[config.mk]
export PLATFORM = sky130hd
export DESIGN_NAME = bus_window_decoder_with_splitting
export DESIGN_NICKNAME = d
export VERILOG_FILES = /design/src/rtl/bwd_pkg.sv /design/src/rtl/bus_window_decoder_with_splitting.sv /design/src/rtl/bwd_ctrl.sv /design/src/rtl/bwd_dp.sv
export SDC_FILE = /design/constraint.sdc
export NUM_CORES = 1
export LEC_CHECK = 0
export BUFFER_PORTS_ARGS = -buffer_cell sky130_fd_sc_hd__buf_4
export CORE_UTILIZATION = 40
export DETAILED_ROUTE_END_ITERATION = 8
export HOLD_SLACK_MARGIN = 0.12
export PLACE_DENSITY_LB_ADDON = 0.25
export SLEW_MARGIN = 40
export SYNTH_ARGS = -nofsm -noshare
export SYNTH_HDL_FRONTEND = slang
export SYNTH_SLANG_ARGS = --single-unit
[constraint.sdc]
create_clock -name clk -period 13.5 [get_ports clk]
set_clock_uncertainty 0.2 [all_clocks]
set_input_delay 1.35 -clock clk [delete_from_list [all_inputs] [get_ports clk]]
set_output_delay 1.35 -clock clk [all_outputs]
set_load 0.03 [all_outputs]
[src/rtl/bwd_pkg.sv]
`timescale 1ns / 1ps

package bwd_pkg;

  localparam int NUM_WINDOWS = 4;
  localparam int MAX_WINDOWS = 4;
  localparam int WIN_IDX_W   = 2;
  localparam int CFG_IDX_W   = 3;

  // Width codes of an access or sub-access.
  localparam logic [1:0] SZ_BYTE = 2'd0;
  localparam logic [1:0] SZ_HALF = 2'd1;
  localparam logic [1:0] SZ_WORD = 2'd2;

  // Access kinds.
  localparam logic CMD_READ  = 1'b0;
  localparam logic CMD_WRITE = 1'b1;

  // Low bit of a configuration index picks base or limit of a window.
  localparam logic CFG_SEL_BASE  = 1'b0;
  localparam logic CFG_SEL_LIMIT = 1'b1;

  typedef enum logic [1:0] {
    S_IDLE,
    S_LOOKUP,
    S_SELECT,
    S_DECIDE
  } state_t;

  typedef struct packed {
    logic load;    // capture an accepted access
    logic lookup;  // register the window hit vector of the current range
    logic select;  // register the lowest-base hit
    logic emit;    // load the result register and move to the next range
    logic split;   // replace the current range by its low half
  } ctrl_cmd_t;

  typedef struct packed {
    logic found;      // some window holds the whole current range
    logic size_zero;  // the current range is a single byte
    logic out_free;   // the result register can take a beat this cycle
    logic last;       // the current range ends the access
  } dp_status_t;

endpackage

[src/rtl/bus_window_decoder_with_splitting.sv]
`timescale 1ns / 1ps

// Decodes one bus access (byte, halfword or word) against four address
// windows, each given by an inclusive base and limit, and emits one to four
// sub-accesses. Word accesses are aligned down to 4 and halfwords down to 2.
// When no window holds the whole access it is split into halves, low half
// first, down to single bytes; a byte that no window holds comes out flagged
// unmapped with window 0 and offset 0. Where windows overlap, the lowest base
// wins, then the lowest index. Each range tried passes through the lookup,
// select and decide states of the shared window compare and select unit,
// after the idle state accepts the access; a word split fully into bytes
// tries seven ranges, and a stall on the result side holds the decide state.
// The result register lets the next access be accepted while the final beat
// still waits. The user must write window registers through the cfg port
// only while no access is in flight; the block does not enforce this. The port is always ready.
module bus_window_decoder_with_splitting (
  input  logic                           clk,
  input  logic                           rst_n,
  input  logic                           in_valid,
  output logic                           in_ready,
  input  logic                           in_cmd,
  input  logic [1:0]                     in_access_size,
  input  logic [31:0]                    in_bus_address,
  input  logic [31:0]                    in_write_data,
  output logic                           out_valid,
  input  logic                           out_ready,
  output logic [bwd_pkg::WIN_IDX_W-1:0]  out_window_index,
  output logic [31:0]                    out_offset,
  output logic [1:0]                     out_sub_size,
  output logic [1:0]                     out_byte_lane,
  output logic [31:0]                    out_sub_write_data,
  output logic                           out_is_write,
  output logic                           out_unmapped,
  output logic                           out_last,
  input  logic                           cfg_valid,
  output logic                           cfg_ready,
  input  logic [bwd_pkg::CFG_IDX_W-1:0]  cfg_index,
  input  logic [31:0]                    cfg_data
);
  import bwd_pkg::*;

  ctrl_cmd_t  ctrl_cmd;
  dp_status_t dp_status;

  assign cfg_ready = 1'b1;

  bwd_ctrl u_ctrl (
    .clk      (clk),
    .rst_n    (rst_n),
    .in_valid (in_valid),
    .in_ready (in_ready),
    .status_i (dp_status),
    .cmd_o    (ctrl_cmd)
  );

  bwd_dp u_dp (
    .clk                (clk),
    .rst_n              (rst_n),
    .cmd_i              (ctrl_cmd),
    .status_o           (dp_status),
    .in_cmd             (in_cmd),
    .in_access_size     (in_access_size),
    .in_bus_address     (in_bus_address),
    .in_write_data      (in_write_data),
    .cfg_valid          (cfg_valid),
    .cfg_index          (cfg_index),
    .cfg_data           (cfg_data),
    .out_valid          (out_valid),
    .out_ready          (out_ready),
    .out_window_index   (out_window_index),
    .out_offset         (out_offset),
    .out_sub_size       (out_sub_size),
    .out_byte_lane      (out_byte_lane),
    .out_sub_write_data (out_sub_write_data),
    .out_is_write       (out_is_write),
    .out_unmapped       (out_unmapped),
    .out_last           (out_last)
  );

endmodule

[src/rtl/bwd_ctrl.sv]
`timescale 1ns / 1ps

module bwd_ctrl (
  input  logic               clk,
  input  logic               rst_n,
  input  logic               in_valid,
  output logic               in_ready,
  input  bwd_pkg::dp_status_t status_i,
  output bwd_pkg::ctrl_cmd_t  cmd_o
);
  import bwd_pkg::*;

  state_t state_r;
  state_t state_nxt;

  always_ff @(posedge clk) begin
    if (!rst_n) begin
      state_r <= S_IDLE;
    end else begin
      state_r <= state_nxt;
    end
  end

  always_comb begin
    state_nxt = state_r;
    case (state_r)
      S_IDLE: begin
        if (in_valid) begin
          state_nxt = S_LOOKUP;
        end
      end
      S_LOOKUP: state_nxt = S_SELECT;
      S_SELECT: state_nxt = S_DECIDE;
      S_DECIDE: begin
        if (status_i.found || status_i.size_zero) begin
          if (status_i.out_free) begin
            state_nxt = status_i.last ? S_IDLE : S_LOOKUP;
          end
        end else begin
          state_nxt = S_LOOKUP;
        end
      end
      default: state_nxt = S_IDLE;
    endcase
  end

  always_comb begin
    in_ready = 1'b0;
    cmd_o    = '0;
    case (state_r)
      S_IDLE: begin
        in_ready   = 1'b1;
        cmd_o.load = in_valid;
      end
      S_LOOKUP: cmd_o.lookup = 1'b1;
      S_SELECT: cmd_o.select = 1'b1;
      S_DECIDE: begin
        if (status_i.found || status_i.size_zero) begin
          cmd_o.emit = status_i.out_free;
        end else begin
          cmd_o.split = 1'b1;
        end
      end
      default: cmd_o = '0;
    endcase
  end

endmodule

[src/rtl/bwd_dp.sv]
`timescale 1ns / 1ps

module bwd_dp (
  input  logic                           clk,
  input  logic                           rst_n,
  input  bwd_pkg::ctrl_cmd_t             cmd_i,
  output bwd_pkg::dp_status_t            status_o,
  input  logic                           in_cmd,
  input  logic [1:0]                     in_access_size,
  input  logic [31:0]                    in_bus_address,
  input  logic [31:0]                    in_write_data,
  input  logic                           cfg_valid,
  input  logic [bwd_pkg::CFG_IDX_W-1:0]  cfg_index,
  input  logic [31:0]                    cfg_data,
  output logic                           out_valid,
  input  logic                           out_ready,
  output logic [bwd_pkg::WIN_IDX_W-1:0]  out_window_index,
  output logic [31:0]                    out_offset,
  output logic [1:0]                     out_sub_size,
  output logic [1:0]                     out_byte_lane,
  output logic [31:0]                    out_sub_write_data,
  output logic                           out_is_write,
  output logic                           out_unmapped,
  output logic                           out_last
);
  import bwd_pkg::*;

  logic [31:0] win_base_r  [MAX_WINDOWS];
  logic [31:0] win_limit_r [MAX_WINDOWS];

  logic                 is_write_r;
  logic [1:0]           tot_size_r;
  logic [31:0]          addr_r;
  logic [31:0]          data_r;
  logic [1:0]           lane_r;
  logic [1:0]           cur_size_r;
  logic [NUM_WINDOWS-1:0] hit_r;
  logic                 found_r;
  logic [WIN_IDX_W-1:0] best_r;

  logic                 out_valid_r;
  logic [WIN_IDX_W-1:0] out_window_index_r;
  logic [31:0]          out_offset_r;
  logic [1:0]           out_sub_size_r;
  logic [1:0]           out_byte_lane_r;
  logic [31:0]          out_sub_write_data_r;
  logic                 out_is_write_r;
  logic                 out_unmapped_r;
  logic                 out_last_r;

  logic [1:0]           in_size;
  logic [31:0]          in_addr_aligned;
  logic [31:0]          cur_lo;
  logic [31:0]          cur_hi;
  logic [1:0]           size_mask;
  logic [2:0]           lane_end;
  logic [2:0]           tot_bytes;
  logic                 out_free;
  logic [NUM_WINDOWS-1:0] hit_nxt;
  logic                 found_nxt;
  logic [WIN_IDX_W-1:0] best_nxt;
  logic [31:0]          data_slice;
  logic [31:0]          data_mask;

  // Size code three is taken as a word access.
  always_comb begin
    case (in_access_size)
      SZ_BYTE: begin
        in_size         = SZ_BYTE;
        in_addr_aligned = in_bus_address;
      end
      SZ_HALF: begin
        in_size         = SZ_HALF;
        in_addr_aligned = {in_bus_address[31:1], 1'b0};
      end
      default: begin
        in_size         = SZ_WORD;
        in_addr_aligned = {in_bus_address[31:2], 2'b00};
      end
    endcase
  end

  // Every range tried is aligned to its own size, so OR forms its bounds.
  always_comb begin
    case (cur_size_r)
      SZ_BYTE: size_mask = 2'b00;
      SZ_HALF: size_mask = 2'b01;
      default: size_mask = 2'b11;
    endcase
  end

  assign cur_lo    = {addr_r[31:2], addr_r[1:0] | lane_r};
  assign cur_hi    = {cur_lo[31:2], cur_lo[1:0] | size_mask};
  assign lane_end  = {1'b0, lane_r} + {1'b0, size_mask} + 3'd1;
  assign tot_bytes = 3'd1 << tot_size_r;
  assign out_free  = !out_valid_r || out_ready;

  // Since lo <= hi, lo >= base and hi <= limit already give containment.
  always_comb begin
    for (int w = 0; w < NUM_WINDOWS; w++) begin
      hit_nxt[w] = (cur_lo >= win_base_r[w]) && (cur_hi <= win_limit_r[w]);
    end
  end

  always_comb begin
    found_nxt = 1'b0;
    best_nxt  = '0;
    for (int w = 0; w < NUM_WINDOWS; w++) begin
      if (hit_r[w] && (!found_nxt || (win_base_r[w] < win_base_r[best_nxt]))) begin
        found_nxt = 1'b1;
        best_nxt  = WIN_IDX_W'(w);
      end
    end
  end

  always_comb begin
    case (cur_size_r)
      SZ_BYTE: data_mask = 32'h0000_00FF;
      SZ_HALF: data_mask = 32'h0000_FFFF;
      default: data_mask = 32'hFFFF_FFFF;
    endcase
    data_slice = (data_r >> {lane_r, 3'b000}) & data_mask;
  end

  always_ff @(posedge clk) begin
    if (!rst_n) begin
      for (int w = 0; w < MAX_WINDOWS; w++) begin
        win_base_r[w]  <= '0;
        win_limit_r[w] <= '0;
      end
    end else if (cfg_valid) begin
      if (cfg_index[0] == CFG_SEL_LIMIT) begin
        win_limit_r[cfg_index[CFG_IDX_W-1:1]] <= cfg_data;
      end else begin
        win_base_r[cfg_index[CFG_IDX_W-1:1]] <= cfg_data;
      end
    end
  end

  always_ff @(posedge clk) begin
    if (cmd_i.load) begin
      is_write_r <= in_cmd;
      tot_size_r <= in_size;
      cur_size_r <= in_size;
      addr_r     <= in_addr_aligned;
      data_r     <= in_write_data;
      lane_r     <= 2'd0;
    end else if (cmd_i.split) begin
      cur_size_r <= cur_size_r - 2'd1;
    end else if (cmd_i.emit) begin
      lane_r     <= lane_end[1:0];
      // The next range is a byte at an odd lane and a halfword at lane two.
      cur_size_r <= lane_end[0] ? SZ_BYTE : SZ_HALF;
    end
    if (cmd_i.lookup) begin
      hit_r <= hit_nxt;
    end
    if (cmd_i.select) begin
      found_r <= found_nxt;
      best_r  <= best_nxt;
    end
  end

  always_ff @(posedge clk) begin
    if (!rst_n) begin
      out_valid_r <= 1'b0;
    end else if (cmd_i.emit) begin
      out_valid_r <= 1'b1;
    end else if (out_ready) begin
      out_valid_r <= 1'b0;
    end
  end

  always_ff @(posedge clk) begin
    if (cmd_i.emit) begin
      out_window_index_r   <= found_r ? best_r : '0;
      out_offset_r         <= found_r ? (cur_lo - win_base_r[best_r]) : 32'd0;
      out_sub_size_r       <= cur_size_r;
      out_byte_lane_r      <= lane_r;
      out_sub_write_data_r <= (is_write_r == CMD_WRITE) ? data_slice : 32'd0;
      out_is_write_r       <= is_write_r;
      out_unmapped_r       <= !found_r;
      out_last_r           <= (lane_end == tot_bytes);
    end
  end

  assign status_o.found     = found_r;
  assign status_o.size_zero = (cur_size_r == SZ_BYTE);
  assign status_o.out_free  = out_free;
  assign status_o.last      = (lane_end == tot_bytes);

  assign out_valid          = out_valid_r;
  assign out_window_index   = out_window_index_r;
  assign out_offset         = out_offset_r;
  assign out_sub_size       = out_sub_size_r;
  assign out_byte_lane      = out_byte_lane_r;
  assign out_sub_write_data = out_sub_write_data_r;
  assign out_is_write       = out_is_write_r;
  assign out_unmapped       = out_unmapped_r;
  assign out_last           = out_last_r;

  a_emit_needs_room: assert property (@(posedge clk) disable iff (!rst_n)
    cmd_i.emit |-> (!out_valid_r || out_ready))
    else $error("result loaded while the previous beat is still held");

  a_split_not_byte: assert property (@(posedge clk) disable iff (!rst_n)
    cmd_i.split |-> (cur_size_r != SZ_BYTE))
    else $error("a single byte was split");

  a_unmapped_is_byte: assert property (@(posedge clk) disable iff (!rst_n)
    (out_valid && out_unmapped) |-> (out_sub_size == SZ_BYTE && out_offset == 32'd0))
    else $error("unmapped beat that is not a plain byte");

  a_emit_hit_seen: assert property (@(posedge clk) disable iff (!rst_n)
    (cmd_i.emit && found_r) |-> hit_r[best_r])
    else $error("chosen window did not hit");

endmodule

* Word level (Yosys, flattened, before mapping)
Memory sizes are Yosys's and may differ from the RTL's. A register that Yosys moved wholly into a read port is not among the register bits.
Index checks and enable logic that the tools add are counted.
** Storage, ports and cells
- Memories kept :: 2
- Logic and storage cells :: 120
- RAM bits :: 256
- Flip-flop bits (word level) :: 154
** Memory list
- u_dp.win_base_r :: words 4, bits a word 32, read ports 7, clocked after Yosys merged registers in 1, wr ports 4, line bwd_dp.sv:28 : logic [31:0] win_base_r [MAX_WINDOWS];
- u_dp.win_limit_r :: words 4, bits a word 32, read ports 4, clocked after Yosys merged registers in 0, wr ports 4, line bwd_dp.sv:29 : logic [31:0] win_limit_r [MAX_WINDOWS];
** Operators by class
- Mux-type cells :: 44
- Equal/unequal tests :: 8
- Order comparisons :: 11
- Reduce and logical (&&, ||, !) cells :: 26
- Shift-type cells :: 2
- Add/subtract/negate cells :: 4
- Bitwise gates (word level) :: 4
** Operators by type and width (number)
- $ge A32 B32 Y1 :: 4
- $le A32 B32 Y1 :: 4
- $lt A32 B32 Y1 :: 3
- $mux W32 :: 2
- $pmux W32 S2 :: 1
- $reduce_or A32 Y1 :: 2
- $and A32 B32 Y32 :: 1
- $shr A32 B5 Y32 :: 1
- $sub A32 B32 Y32 :: 1
- $mux W1 :: 25
- $mux W2 :: 12
- $pmux W2 S2 :: 3
- $pmux W2 S4 :: 1
- $logic_and A1 B1 Y1 :: 7
- $eq A2 B1 Y1 const B :: 3
- $logic_not A2 Y1 :: 3
- $logic_not A1 Y1 :: 5
- $logic_or A1 B1 Y1 :: 5
- $eq A2 B2 Y1 const B :: 2
- $or A2 B2 Y2 :: 2
- $reduce_and A2 Y1 :: 2
- $add A2 B2 Y3 :: 1
- $add A3 B1 Y3 const B :: 1
- $eq A3 B3 Y1 :: 1
- other kinds (7) :: 7

* Longest topological paths before layout
Gate-level depths: netlist (run 1).
An unclocked memory read counts as a cell.
- Depth after elaboration :: 16
- Mapped depth :: 33

* By module
From an unflattened synthesis (run 1), not the netlist that was laid out.
** Unflattened totals
- Cell total of the unflattened synthesis :: 2417
- Area, all modules :: 26725.6 sq um
** Modules (own cells, without submodules)
- bwd_dp :: seq. area each 12261.8 sq um, instances 1, area each 26522.9 sq um, cells an instance 2391
- bwd_ctrl :: seq. area each 40.0 sq um, instances 1, area each 191.4 sq um, cells an instance 24
- bus_window_decoder_with_splitting :: seq. area each 0.0 sq um, instances 1, area each 11.3 sq um, cells an instance 2

* Worst setup path after synthesis (run 1)
OpenSTA, ideal clock, no wires.
- Kind :: reg-to-reg
- Start :: memory u_dp.win_base_r[1][30]
- End :: register with a tool-made name
- Stages on the path, launching flop included :: 32
- Buffers on the path :: 4
- Data required time :: 13.226 ns
- Arrival time :: 6.447 ns
- Setup slack :: 6.779 ns
- Cells stage by stage :: edfxtp_1 -> ha_1 -> a21oi_1 -> nand2_1 -> a221o_1 -> o31ai_1 -> o211a_1 -> buf_6 -> clkbuf_1 -> nor2_1 -> a21oi_1 -> ha_1 -> a21o_1 -> nand3_1 -> a21oi_1 -> o41ai_2 -> or3b_1 -> o21ai_0 -> nor2b_4 -> buf_6 -> buf_6 -> mux2_4 -> ha_1 -> and4_1 -> and3b_1 -> o211ai_1 -> nor4bb_1 -> o21ai_0 -> a2111oi_0 -> o211a_1 -> a31oi_1 -> a31oi_1
** RTL lines (line)
- start, declared :: bwd_dp.sv:28

==> results of run 1 <==
-- report_power, final --
group | total, mW | leakage (nW) | switching [mW] | internal, mW
clock network | 1.27 | 0.741 | 0.541 | 0.730
registers | 1.83 | 3.92 | 0.198 | 1.63
logic | 2.24 | 9.01 | 1.28 | 0.957
total | 5.35 | 13.7 | 2.02 | 3.32
-- logic make-up after synthesis --
group	Yosys count	synth area share, %
XOR/XNOR	19	0.628
flip-flops	412	46.4
multiplexers	89	5.41
other	1	0.0141
AND/OR/NAND/NOR	695	12.1
buffers and inverters	424	6.16
adder cells (fa/ha/maj)	389	18.4
AO/OA/AOI/OAI	452	10.9
-- metal layers --
layer,global-route usage [%],vias up
li1,-,9273
met1,31.1,9581
met2,38.5,643
met3,3.70,114
met4,7.30,0
met5,0,-
-- worst reg2reg max path: cells and delay by family, from the launching register on --
| family | cells | cell delay, ns |
|---|---|---|
| buffers and inverters | 1 | 0.51 |
| multiplexers | 1 | 0.36 |
| AO/OA/AOI/OAI | 16 | 4.70 |
| flip-flops | 1 | 0.44 |
| adder cells (fa/ha/maj) | 3 | 0.98 |
| AND/OR/NAND/NOR | 7 | 1.58 |
-- flip-flops by register name, indices dropped and copies added, names as in the netlist, 2 cells and up, named ones only --
| register | count |
|---|---|
| u_ctrl.state_r | 2 |
| u_dp.addr_r | 32 |
| u_dp.best_r | 2 |
| u_dp.cur_size_r | 2 |
| u_dp.data_r | 32 |
| u_dp.hit_r | 4 |
| u_dp.lane_r | 2 |
| u_dp.out_byte_lane | 2 |
| u_dp.out_offset | 32 |
| u_dp.out_sub_size | 2 |
| u_dp.out_sub_write_data | 32 |
| u_dp.out_window_index | 2 |
| u_dp.tot_size_r | 2 |
| u_dp.win_base_r | 128 |
| u_dp.win_limit_r | 128 |
-- area by class of cell --
type / instances / share of cell area [%]
Multi-Input combinational cell: 1645 / 41.5
Sequential cell: 412 / 40.3
Timing Repair Buffer: 211 / 5.26
Inverter: 363 / 4.46
Clock buffer: 62 / 4.21
Tap cell: 864 / 3.54
Clock inverter: 26 / 0.766
Antenna cell: 1 / 0.00819
-- Yosys cell counts, types with 6 or more instances --
master and number:
a2111oi_0 6, a211oi_1 22, a21o_1 77, a21oi_1 152
a31oi_1 12, and2_1 16, and3_1 14, buf_1 7
clkbuf_1 48, dfxtp_1 7, edfxtp_1 405, ha_1 387
inv_1 363, mux2_4 28, mux2i_1 26, mux4_2 32
nand2_1 128, nand2b_1 32, nand3_1 21, nand4_1 64
nor2_1 330, nor2b_1 34, nor3_1 16, nor4_1 7
o2111ai_1 6, o211ai_1 16, o21a_1 31, o21ai_0 88
or2_2 9, xnor2_1 7, xor2_1 12
-- how the worst min path moves through the flow --
stage / startpoint / to / slack [ns] / cells after the start
floorplan: u_dp.lane_r[1] / u_dp.out_byte_lane[1] / 0.21 / 0
global placement: u_dp.cur_size_r[1] / u_dp.out_sub_size[1] / 0.24 / 0
detailed placement: u_dp.cur_size_r[1] / u_dp.out_sub_size[1] / 0.26 / 0
CTS: u_dp.cur_size_r[1] / u_dp.out_sub_size[1] / 0.27 / 0
global route: u_dp.cur_size_r[1] / u_dp.out_sub_size[1] / 0.28 / 0
finish: u_dp.cur_size_r[1] / u_dp.out_sub_size[1] / 0.27 / 0
-- through the flow --
step | setup WS (ns) | hold slack (ns) | utilization [%] | area [sq um]
floorplan | 6.78 | 0.206 | - | 26500
global placement | 5.04 | 0.244 | 44.2 | 29000
detailed placement | 4.70 | 0.261 | 44.2 | 29000
CTS | 4.69 | 0.273 | 46.5 | 30500
global route | 4.16 | 0.285 | 46.6 | 30600
finish | 4.67 | 0.270 | 46.6 | 30600
==> run_results.csv, run 1 <==
group,metric,value,unit
layout,seq_area,12300,sq um
routing,drc,0,
die,io_pins,183,
global_route,first_global_vias,19800,
die,die_h,259,microns
sta,finalSetupViolCount,0,
synthesis,yosysTopAreaCell,"edfxtp_1",
global_route,grt_pass1_wl,118000,microns
placed_design,gp_congestion,0.931,
clocking,cts-hold-fix-buffers,0,
sta,rsz0062_at_grt,"no",
clocking,cts_sinks,412,
die,num_rows,94,
power,ir_drop,115,uV
routing,viasPerCell,5.47,
power,p_total,5.35,mW
critical_path,crit_fanout,48,
routing,drt_iter0_markers,1738,
power,p_per_area,175,nW/um^2
hold_path,hp-class,"reg2reg",
synthesis,synth_seq_cells,412,
clocking,numCtsBuffers,49,
routing,wl_met2,36400,microns
synthesis,synthesis.nets,2977,
critical_path,cp.required,13.81,ns
routing,ant_nets,0,
routing,wl_met3,5070,microns
layout,final_common_cell,"edfxtp_1",
layout,final_nets,3178,
clocking,post_cts.repair.setup_buffers,0,
synthesis,async_reset_ff_share,0,%
synthesis,yosys_warnings,0,
die,core-area,65600,sq um
critical_path,r2r_slack,4.67,ns
clocking,root_buffer,"clkbuf_16",
synthesis,netlist_instances,2481,
layout,drive_gt1_share,13.8,%
clocking,cts_resized,0,
layout,syn2layout_area_growth,15.2,%
synthesis,ys_seq_area_share,46.4,%
critical_path,crit_path_end_kind,"register",
critical_path,crit_buf_inv,1,
sta,min_period,8.83,ns
sta,setup_tns,0,ns
layout,final_cell_mix,"405 x edfxtp_1, 387 x ha_1, 362 x inv_1",
critical_path,r2r_cells,28,
power,leakagePower,13.7,nW
sta,final-hold-violation-count,0,
synthesis,synth_area_leaders,"edfxtp_1 46%, ha_1 18%, inv_1 5.1%",
routing,dr.max_layer_used,"met4",
clocking,clk_latency,0.62,ns
synthesis,synth.distinct_cells,74,
placed_design,portBuffers,181,
global_route,globalRouteOverflowTotal,0,
routing,wl,78100,microns
critical_path,arrival,9.14,ns
die,initial_utilization,40.4,%
critical_path,cp_num_cells,28,
placed_design,post-dp-hpwl,59300,microns
routing,post_drt_wl_per_cell,21.8,microns
sta,drv_slew,0,
clocking,clock_path_buffers,3,
critical_path,path_delay_family,"compound AO/OA/AOI/OAI gates",
synthesis,synth_edf_count,405,
global_route,grt_usage,23.3,%
critical_path,crit_type,"reg2reg",
sta,period_share,65.4,%
sta,relSlewSlack,47.3,%
placed_design,place_inst,3495,
layout,stdcell_count,3584,
die,design.die.area,67300,sq um
clocking,htree_levels,2,
layout,multiInputGateArea,12700,sq um
global_route,grt_max_degree,67,
synthesis,yosys_most_used_dff,"edfxtp_1",
synthesis,synth_top_area_share,45.9,%
clocking,cts_tree,"yes",
routing,wl_met1,34500,microns
layout,fillers,6102,
critical_path,startpoint,"u_dp.win_base_r[1][2]",
sta,fmax,113,MHz
sta,worst-slew-pin-transition,0.786,ns
flow_run,maxCapViolCount,0,
synthesis,syn_avg_cell_area,10.7,sq um
routing,first_pass_iters,5,
synthesis,netlist_area,26500,sq um
critical_path,r2r-start,"u_dp.win_base_r[1][2]",
critical_path,max_stage_delay,0.68,ns
critical_path,cpMaxStageDelayCell,"a211oi_1",
routing,via_count,19600,
clocking,clk_pin_slew,0.06,ns
run_status,status,"complete, no violations",
global_route,antenna_found_initial,1,
critical_path,startpoint_type,"register",
die,die_x,259,microns
No activity file was read; power rests on OpenSTA's default activity.
==> run 2: changes to the inputs <==
==> constraint.sdc (replaced) <==
create_clock -name clk -period 7.63 [get_ports clk]
set_clock_uncertainty 0.2 [all_clocks]
set_input_delay 0.763 -clock clk [delete_from_list [all_inputs] [get_ports clk]]
set_output_delay 0.763 -clock clk [all_outputs]
set_load 0.03 [all_outputs]
==> run 2 against run 1 <==
- via count increased by 0.56%
- register-to-register slack got worse by 4.3 ns
- highest routed layer unchanged
- largest cell class unchanged
- final cell count increased by 1.9%
==> run_results.csv, run 2 (synthesized netlist as in run 1, its figures left out) <==
group,metric,value,unit
run_status,status,"complete, no violations",
placed_design,place_area,29100,sq um
die,die_x,259,microns
clocking,root_buffer,"clkbuf_16",
clocking,htree_levels,2,
sta,relSlewSlack,47.7,%
critical_path,arrival,7.59,ns
critical_path,startpoint,"u_dp.win_base_r[1][2]",
die,num_rows,94,
layout,final_nets,3244,
hold_path,timing.hold.worst.start,"in_bus_address[2]",
layout,final_common_cell,"edfxtp_1",
clocking,clk_latency,0.63,ns
routing,viasPerCell,5.40,
routing,ant_nets,0,
layout,final_cell_mix,"405 x edfxtp_1, 387 x ha_1, 362 x inv_1",
die,design.die.area,67300,sq um
sta,final-hold-violation-count,0,
layout,diodes,0,
routing,drt_iter0_markers,1525,
placed_design,gp_congestion,0.953,
clocking,post_cts.repair.setup_buffers,0,
routing,post_drt_wl_per_cell,21.5,microns
critical_path,crit_path_end_kind,"register",
global_route,grt_usage,23.3,%
layout,seq_area,12300,sq um
die,initial_utilization,40.4,%
layout,top_regs,"u_dp.win_base_r x128, u_dp.win_limit_r x128",
hold_path,hp-class,"in2reg",
sta,min_period,7.29,ns
global_route,first_global_vias,19800,
sta,drv_slew,0,
critical_path,path_delay_family,"compound AO/OA/AOI/OAI gates",
critical_path,crit_type,"reg2reg",
global_route,grt_max_degree,67,
global_route,antenna_found_initial,1,
layout,drive_gt1_share,14.2,%
sta,period_share,95.6,%
clocking,clk_pin_slew,0.06,ns
critical_path,crit_fanout,34,
routing,wl,78400,microns
die,core-area,65600,sq um
power,p_per_area,307,nW/um^2
placed_design,post-dp-hpwl,59000,microns
critical_path,cpMaxStageDelayCell,"edfxtp_1",
layout,postLayoutCellArea,31300,sq um
global_route,grt_pass1_wl,118000,microns
layout,syn2layout_area_growth,18.1,%
layout,multiInputGateArea,12700,sq um
sta,worst-slew-pin-transition,0.784,ns
sta,fmax,137,MHz
routing,drc,0,
clocking,numCtsBuffers,50,
clocking,cts_tree,"yes",
critical_path,cp.required,7.93,ns
power,leakagePower,14.0,nW
sta,finalSetupViolCount,0,
routing,via_count,19700,
critical_path,max_stage_delay,0.43,ns
sta,setup_tns,0,ns
sta,rsz0062_at_grt,"no",
critical_path,startpoint_type,"register",
die,die_h,259,microns
critical_path,r2r-start,"u_dp.win_base_r[1][2]",
power,ir_drop,172,uV
global_route,globalRouteOverflowTotal,0,
layout,fillers,6033,
critical_path,crit_buf_inv,5,
routing,first_pass_iters,5,
flow_run,maxCapViolCount,0,
die,io_pins,183,
clocking,cts_sinks,412,
placed_design,portBuffers,181,
clocking,clock_path_buffers,3,
run 2: path summary, 6_finish.rpt:
check,endpoint,slack [ns],cells past startpoint
max,register,0.34,32
min,u_dp.addr_r[2],0.16,1
max reg2reg,register,0.34,32
min reg2reg,u_dp.out_sub_size[1],0.25,0
run 2: area by class of cell:
class | instances | share of cell area, %
inverters | 363 | 4.35
clock buffers | 63 | 4.22
repair buffers | 276 | 7.19
clock inverters | 30 | 0.891
flip-flops and latches | 412 | 39.3
multi-input cells | 1645 | 40.6
well taps | 864 | 3.45
run 2: per-stage QoR:
step	instances	power (mW)	hold slack (ns)	utilization (%)	setup WS, ns
floorplan	2481	6.02	0.206	-	0.909
global route	3653	10.2	0.127	47.7	0.00653
detailed placement	3506	7.26	0.241	44.4	0.194
finish	3653	9.62	0.156	47.7	0.338
CTS	3653	9.66	0.127	47.7	0.171
global placement	3506	7.17	0.240	44.3	0.324
run 2: metal layers:
layer	share of wire, %	up-vias	GRT usage [%]
li1	-	9413	-
met1	45	9539	31.7
met2	46	645	38.0
met3	6.4	124	3.64
met4	2.8	0	7.14
met5	0	-	0
run 2: timing repair:
item                                    CTS  global route
hold endpoints to repair                 54             0
endpoints found under the setup margin    0             4
resized for setup                         0            11
hold buffers                             54             0
run 2: worst register-to-register path, delay by kind of cell, from the launching register on:
family / cells / cell delay [ns]
and+or+nand+nor: 8 / 1.65
DFF: 1 / 0.43
muxes: 1 / 0.32
AOI/OAI and AO/OA: 15 / 2.79
buffers and inverters: 5 / 0.87
adders and majority gates: 3 / 0.93
run 2: power breakdown:
group | leakage (nW) | switching (mW) | internal (mW) | total (mW)
Combinational | 9.31 | 2.26 | 1.76 | 4.02
Clock | 0.778 | 0.974 | 1.36 | 2.34
Sequential | 3.92 | 0.375 | 2.89 | 3.27
==> run 3: changes to the inputs <==
--- a/config.mk
+++ b/config.mk
@@ -9,6 +9,7 @@
 export CORE_UTILIZATION = 40
 export DETAILED_ROUTE_END_ITERATION = 8
 export HOLD_SLACK_MARGIN = 0.12
+export MAX_ROUTING_LAYER = met4
 export PLACE_DENSITY_LB_ADDON = 0.25
 export SLEW_MARGIN = 40
 export SYNTH_ARGS = -nofsm -noshare
==> run 3 against run 2 <==
- die area did not move
- clock-buffer cell count did not move
- clock power barely moved
- first-iteration DRC count fell by 3.1%
- sequential power barely moved
- power barely moved
- final cell count fell by 0.90%
- global-route usage rose by 0.49 points
- largest power group unchanged
- maximum frequency rose by 0.16%
- via count fell by 0.20%
==> run_results.csv, run 3 (synthesized netlist as in run 1, its figures left out) <==
group,metric,value,unit
critical_path,arrival,7.41,ns
critical_path,r2r_slack,0.35,ns
sta,finalSetupViolCount,0,
sta,period_share,95.4,%
critical_path,cp.required,7.76,ns
critical_path,crit_fanout,34,
clocking,cts_tree,"yes",
die,io_pins,183,
critical_path,startpoint_type,"register",
sta,holdWs,0.147,ns
sta,final-hold-violation-count,0,
die,initial_utilization,40.4,%
run_status,status,"complete, no violations",
clocking,htree_levels,2,
hold_path,hp-class,"in2reg",
power,leakagePower,13.9,nW
power,p_per_area,310,nW/um^2
layout,fillers,6067,
placed_design,place_area,29200,sq um
hold_path,hold_end,"u_dp.addr_r[6]",
critical_path,crit_type,"reg2reg",
global_route,grt_usage,23.8,%
layout,drive_gt1_share,14.2,%
clocking,root_buffer,"clkbuf_16",
die,die_h,259,microns
critical_path,crit_path_end_kind,"register",
layout,seq_area,12300,sq um
power,swShare,37.2,%
flow_run,maxCapViolCount,0,
routing,via_count,19700,
hold_path,timing.hold.worst.start,"in_bus_address[6]",
routing,post_drt_wl_per_cell,21.4,microns
layout,utilization,47.3,%
die,die_x,259,microns
global_route,grt_max_degree,67,
global_route,globalRouteOverflowTotal,0,
sta,rsz0062_at_grt,"no",
power,clock_power_share,24.5,%
layout,final_nets,3213,
die,design.die.area,67300,sq um
sta,worst-slew-pin-transition,0.821,ns
global_route,first_global_vias,19900,
placed_design,place_inst,3509,
layout,final_common_cell,"edfxtp_1",
placed_design,gp_congestion,0.967,
power,ir_drop,175,uV
global_route,antenna_found_initial,1,
sta,fmax,137,MHz
critical_path,cpMaxStageDelayCell,"or4bb_1",
sta,setup_tns,0,ns
routing,ant_nets,0,
clocking,clk_pin_slew,0.06,ns
routing,wl,77500,microns
layout,top_regs,"u_dp.win_base_r x128, u_dp.win_limit_r x128",
critical_path,r2r_cells,28,
sta,relSlewSlack,45.2,%
sta,drv_slew,0,
power,p_int,6.04,mW
placed_design,portBuffers,181,
routing,first_pass_iters,5,
layout,syn2layout_area_growth,17.0,%
critical_path,max_stage_delay,0.59,ns
power,p_switching,3.58,mW
sta,fin_ws,0.350,ns
layout,postLayoutCellArea,31000,sq um
critical_path,r2r_end,"u_dp.best_r[0]",
clocking,clk_latency,0.60,ns
routing,drt_iter0_markers,1478,
clocking,cts_sinks,412,
hold_path,holdPathStages,1,
routing,viasPerCell,5.44,
clocking,numCtsBuffers,48,
critical_path,r2r-start,"u_dp.win_base_r[1][2]",
power,p_total,9.63,mW
placed_design,pre_cts_slack,0.132,ns
sta,min_period,7.28,ns
die,num_rows,94,
layout,multiInputGateArea,12700,sq um
layout,stdcell_count,3620,
die,core-area,65600,sq um
global_route,grt_pass1_wl,117000,microns
power,p_seq_share,33.6,%
placed_design,post-dp-hpwl,59000,microns
routing,drc,0,
clocking,clock_path_buffers,3,
power,combPwrFrac,41.9,%
layout,final_cell_mix,"405 x edfxtp_1, 387 x ha_1, 362 x inv_1",
run 3: cell types whose count changed in the layout (fill, tap and decap cells not counted), sizes merged:
cell,change
clkinv,-8
buf,+3
bufinv,+3
dlygate4sd3,-32
diode,+1
run 3: power groups by stage:
stage | Combinational (mW) | Clock (mW) | Sequential (mW)
detailed placement | 3.99 | 0 | 3.28
global placement | 3.90 | 0 | 3.27
CTS | 4.03 | 2.40 | 3.24
global route | 4.51 | 2.48 | 3.27
finish | 4.03 | 2.35 | 3.24
floorplan | 2.85 | 0 | 3.17
run 3: timing repair:
action                     4_1_cts  5_1_grt
hold buffers                    22        0
buffers inserted                 0        0
hold endpoints to repair        22        0
setup endpoints to repair        0        4
gates resized for setup          0       13
run 3: metal layers:
metal	global-route usage (%)	routed length [microns]	vias up
li1	-	-	9332
met1	31.6	34900	9584
met2	37.6	35300	634
met3	3.27	4910	132
met4	7.43	2410	0
met5	-	0	-
run 3: critical path: cells and delay by family, from the launching register on:
kind,cells,cell delay (ns)
compound gates,11,2.49
fa+ha+maj,3,0.97
buf+inv,4,0.71
flops,1,0.44
mux,1,0.31
simple gates,9,1.91
run 3: worst max path at each step:
| stage | end | slack (ns) | start | depth (start not counted) |
|---|---|---|---|---|
| finish | u_dp.best_r[0] | 0.35 | u_dp.win_base_r[1][2] | 28 |
| global route | register | 0.01 | u_dp.win_base_r[0][2] | 33 |
| CTS | register | 0.07 | u_dp.win_base_r[1][2] | 32 |
| detailed placement | register | 0.13 | u_dp.win_base_r[1][2] | 32 |
| global placement | u_dp.best_r[1] | 0.24 | u_dp.win_base_r[1][2] | 28 |
| floorplan | register | 0.91 | u_dp.win_base_r[1][30] | 31 |
run 3: area by class of cell:
| type | count | area share (%) |
|---|---|---|
| multi-input combinational | 1645 | 41.0 |
| inverter | 363 | 4.40 |
| tap | 864 | 3.49 |
| sequential | 412 | 39.7 |
| antenna | 1 | 0.00807 |
| clock buffer | 63 | 4.05 |
| clock inverter | 25 | 1.07 |
| timing repair buffer | 247 | 6.27 |
